## src/hdl/lph_ram.sv

```systemverilog
// Generic single-write, single-read RAM with registered read data.
// No dependencies.
`timescale 1ns / 1ps
module lph_ram #(
    parameter int WIDTH = 8,
    parameter int DEPTH = 32
) (
    input  logic                     i_clk,
    input  logic                     i_we,
    input  logic [$clog2(DEPTH)-1:0] i_waddr,
    input  logic [WIDTH-1:0]         i_wdata,
    input  logic [$clog2(DEPTH)-1:0] i_raddr,
    output logic [WIDTH-1:0]         o_rdata
);

    logic [WIDTH-1:0] r_mem [DEPTH];
    logic [WIDTH-1:0] r_q;

    // write port, then registered read port
    always_ff @(posedge i_clk) begin
        if (i_we) begin
            r_mem[i_waddr] <= i_wdata;
        end
        r_q <= r_mem[i_raddr];
    end

    assign o_rdata = r_q;

endmodule

```

## config.mk

```make
export PLATFORM = sky130hd
export DESIGN_NAME = lph_ram
export DESIGN_NICKNAME = d
export VERILOG_FILES = /design/src/hdl/lph_ram.sv
export SDC_FILE = /design/constraint.sdc
export NUM_CORES = 1
export LEC_CHECK = 0
export BUFFER_PORTS_ARGS = -buffer_cell sky130_fd_sc_hd__buf_2
export CORE_MARGIN = 3
export CORE_UTILIZATION = 30
export DETAILED_ROUTE_END_ITERATION = 10
export GPL_ROUTABILITY_DRIVEN = 1
export PLACE_DENSITY_LB_ADDON = 0.3
export SLEW_MARGIN = 5
export SYNTH_ARGS = -nofsm -noshare
export SYNTH_HDL_FRONTEND = slang
export SYNTH_SLANG_ARGS = --single-unit
export TNS_END_PERCENT = 20
```

## constraint.sdc

```tcl
create_clock -name i_clk -period 2 [get_ports i_clk]
set_input_delay 0.4 -clock i_clk [delete_from_list [all_inputs] [get_ports i_clk]]
set_output_delay 0.4 -clock i_clk [all_outputs]
set_load 0.005 [all_outputs]
```

==> run summary <==
The logs give 1 for the H-tree depth reported by CTS and 0 for the number of maximum-capacitance violations. The first TritonRoute pass finished after 5 iterations. Vertical extent of the die: 189 µm. The path class of the tightest hold or removal check is in -> reg.

Setup repair after global routing left no endpoint under its margin. The clock passes through at most 3 buffers. Global routing finished with a remaining overflow of 0. Summed over all layers, the routed wires come to 22100 µm. For the number of clock sinks, the log shows 264.

Compared with the post-synthesis result, the final layout area differs by 18.4%. The fraction of post-synthesis cell area in the top cell type by area is 0.765. The gate family responsible for the most delay along the worst path was multiplexers. The fmax came out at 536 MHz. The critical path goes through mux4_2, mux4_2, mux2_2. The tools report the number of placed instances with taps included as 911. The clock edge transition at the registers on the reported setup and hold paths came out at 0.06 ns. For the cell area after placement, the log shows 11100 µm². Together, buffers and inverters on the worst path number 0.

The tools report the number of CTS-inserted buffers as 28. The remaining routing DRC violations is 0, and the transition time of the tightest slew-check pin is 0.657 ns. Dividing the synthesized area by the synthesized cell count gives 24.1 µm². The final non-filler cell total is 963, and the total die area is 35700 µm². The die span in x came out at 189 µm. The count of nets left with antenna violations once routing finished came out at 0. The number of hold buffers added after CTS was 0.

The clock tree root driver cell was clkbuf_16. The sequential element share of the synthesized area is 0.781. The logs give 0.124 for the global-route usage over all layers and 11900 µm² for the area of all placed cells without fillers. For the final database, setup skew stands at 0.0136 ns.

Pin placement for this block handled 28 I/O pins. The total area inside the core boundary comes to 32800 µm². The critical path's slowest cell was mux4_2.

The setup path with the least slack is of type reg -> reg. The count of inserted antenna diode cells is 0. Most common library cell in the layout ignoring fill and taps: edfxtp_1.

For this run, the slowest stage of the critical path takes 0.54 ns. During placement, the flow inserted port buffers numbering 27. STA puts the critical path data arrival time at 2.27 ns. Post-CTS timing repair inserted 0 buffers for setup. The initial core utilization was 0.307. The most numerous cell type found on the critical path is mux4_2. The HPWL after detailed placement is 14100 µm, and the number of antenna violations at the first check in global routing is 0. For this run, the number of Yosys warnings is 0. For the worst setup path, the data required time is 2.41 ns. At the end of the flow, the number of nets in the layout was 519. The power per unit of standard cell area is 963 nW/µm², and the via density per instance is 4.75.

The final cycle utilization of the critical path is 0.933. Summed over all cells, the static leakage comes to 0.00375 µW. The worst path needs 1.87 ns of the cycle, external delays included.

The tools report the final core utilization as 0.363. Global-route wire length before repair: 33000 µm. The per-cell routed wire length is 22.9 µm, and the synthesis-stage register bit count is 264.

The number of pins with negative max-slew slack in the final report came out at 0. The largest driver fanout on the critical path was 1. The largest net degree at the start of global routing was 33. Placer's final routability congestion estimate: 0.720. The headroom to the max-slew limit came out at 0.562.

The net count of the mapped netlist came out at 437. In the post-synthesis netlist, the biggest area contributors are edfxtp_1 76%, mux4_2 18%, dfxtp_1 1.6%. The logs give 417 for the post-synthesis cell count and 4572 for the total number of vias. The final-report hold violation count was 0; the worst supply voltage drop on vdd was 0.000676 V.

Setup violations remaining at the end of the flow were counted as 0. The worst setup path is launched from a register. The largest total area in the synthesized netlist belongs to edfxtp_1.

In this run, post-CTS repair resized a total of 0 instances. In this run, distinct cell masters in the synthesized netlist total 15. The first routing iteration left 496 violations. The top cell types in the final layout, fill and taps aside, are 256 x edfxtp_1, 80 x mux4_2, 39 x buf_4.

TritonCTS built the clock tree. Clock latency on the worst-skew pair, taken at its later pin, is 0.53 ns. The flow ran to the end, and the final reports show no timing, DRC or antenna violations. In this run the cell area of the synthesized design comes to 10100 µm². The tools report the number of global-route vias before repair as 4869.

STA classifies the critical path endpoint as a register. The fraction of layout cells with a size suffix above 1 was 0.384. The floorplan has 66 rows.
[worst register-to-register path: cells and delay by family (launching register included)]
kind / cells / cell delay, ns
flops: 1 / 0.36
mux: 3 / 1.38
[logic make-up after synthesis]
group / count (synthesis) / synth area share
buffers and inverters: 20 / 0.0106
and+or+nand+nor: 45 / 0.0207
muxes: 88 / 0.188
DFF: 264 / 0.781
[layer usage]
| metal | track usage | wire length (µm) | vias to the layer above | share of wire |
|---|---|---|---|---|
| met2 | 0.196 | 10400 | 114 | 0.47 |
| li1 | - | - | 1947 | - |
| met5 | 0 | 0 | - | 0 |
| met4 | 0.0269 | 400 | 0 | 0.018 |
| met1 | 0.183 | 10200 | 2475 | 0.46 |
| met3 | 0.0213 | 1060 | 36 | 0.048 |
[state kept, by name (all words and copies together) (netlist names)]
register and count:
o_rdata 8, r_mem 256
[metrics by stage]
step	total power, µW	setup WS [ns]	TNS, ns	hold slack [ns]
global route	11900	0.133	0	0.371
detailed placement	6920	-0.354	-2.40	0.797
global placement	6900	-0.343	-2.38	0.808
floorplan	6640	0.00295	0	0.499
CTS	11600	0.127	0	0.368
finish	11500	0.135	0	0.387
[power breakdown]
| group | leakage, µW | total (µW) | internal [µW] | switching (µW) |
|---|---|---|---|---|
| combinational | 0.000969 | 602 | 280 | 322 |
| clock | 0.000410 | 4670 | 2630 | 2040 |
| sequential | 0.00237 | 6180 | 6150 | 27.8 |
[worst paths after layout]
check        depth (start not counted)    startpoint  slack [ns]    endpoint
min                                  2    i_raddr[3]        0.39  o_rdata[5]
min reg2reg                          3  r_mem[30][5]        0.91  o_rdata[5]
max                                  3  r_mem[21][2]        0.13  o_rdata[2]
max reg2reg                          3  r_mem[21][2]        0.13  o_rdata[2]
[synth_stat cells, drive strengths merged]
library cell and number:
buf 14, clkbuf 6, dfxtp 8, edfxtp 256, mux2 8, mux4 80
nand2 1, nand3 2, nand3b 5, nor2 33, or3 1, or3b 3
[cell type report]
type / count / area [µm²]
clock buffer: 32 / 737
clock inverter: 20 / 98.8
fill: 3016 / 20900
multi-input combinational: 133 / 2100
sequential: 264 / 7850
tap: 442 / 553
timing repair buffer: 72 / 563
Note: power is estimated with default switching activity, not from simulation.
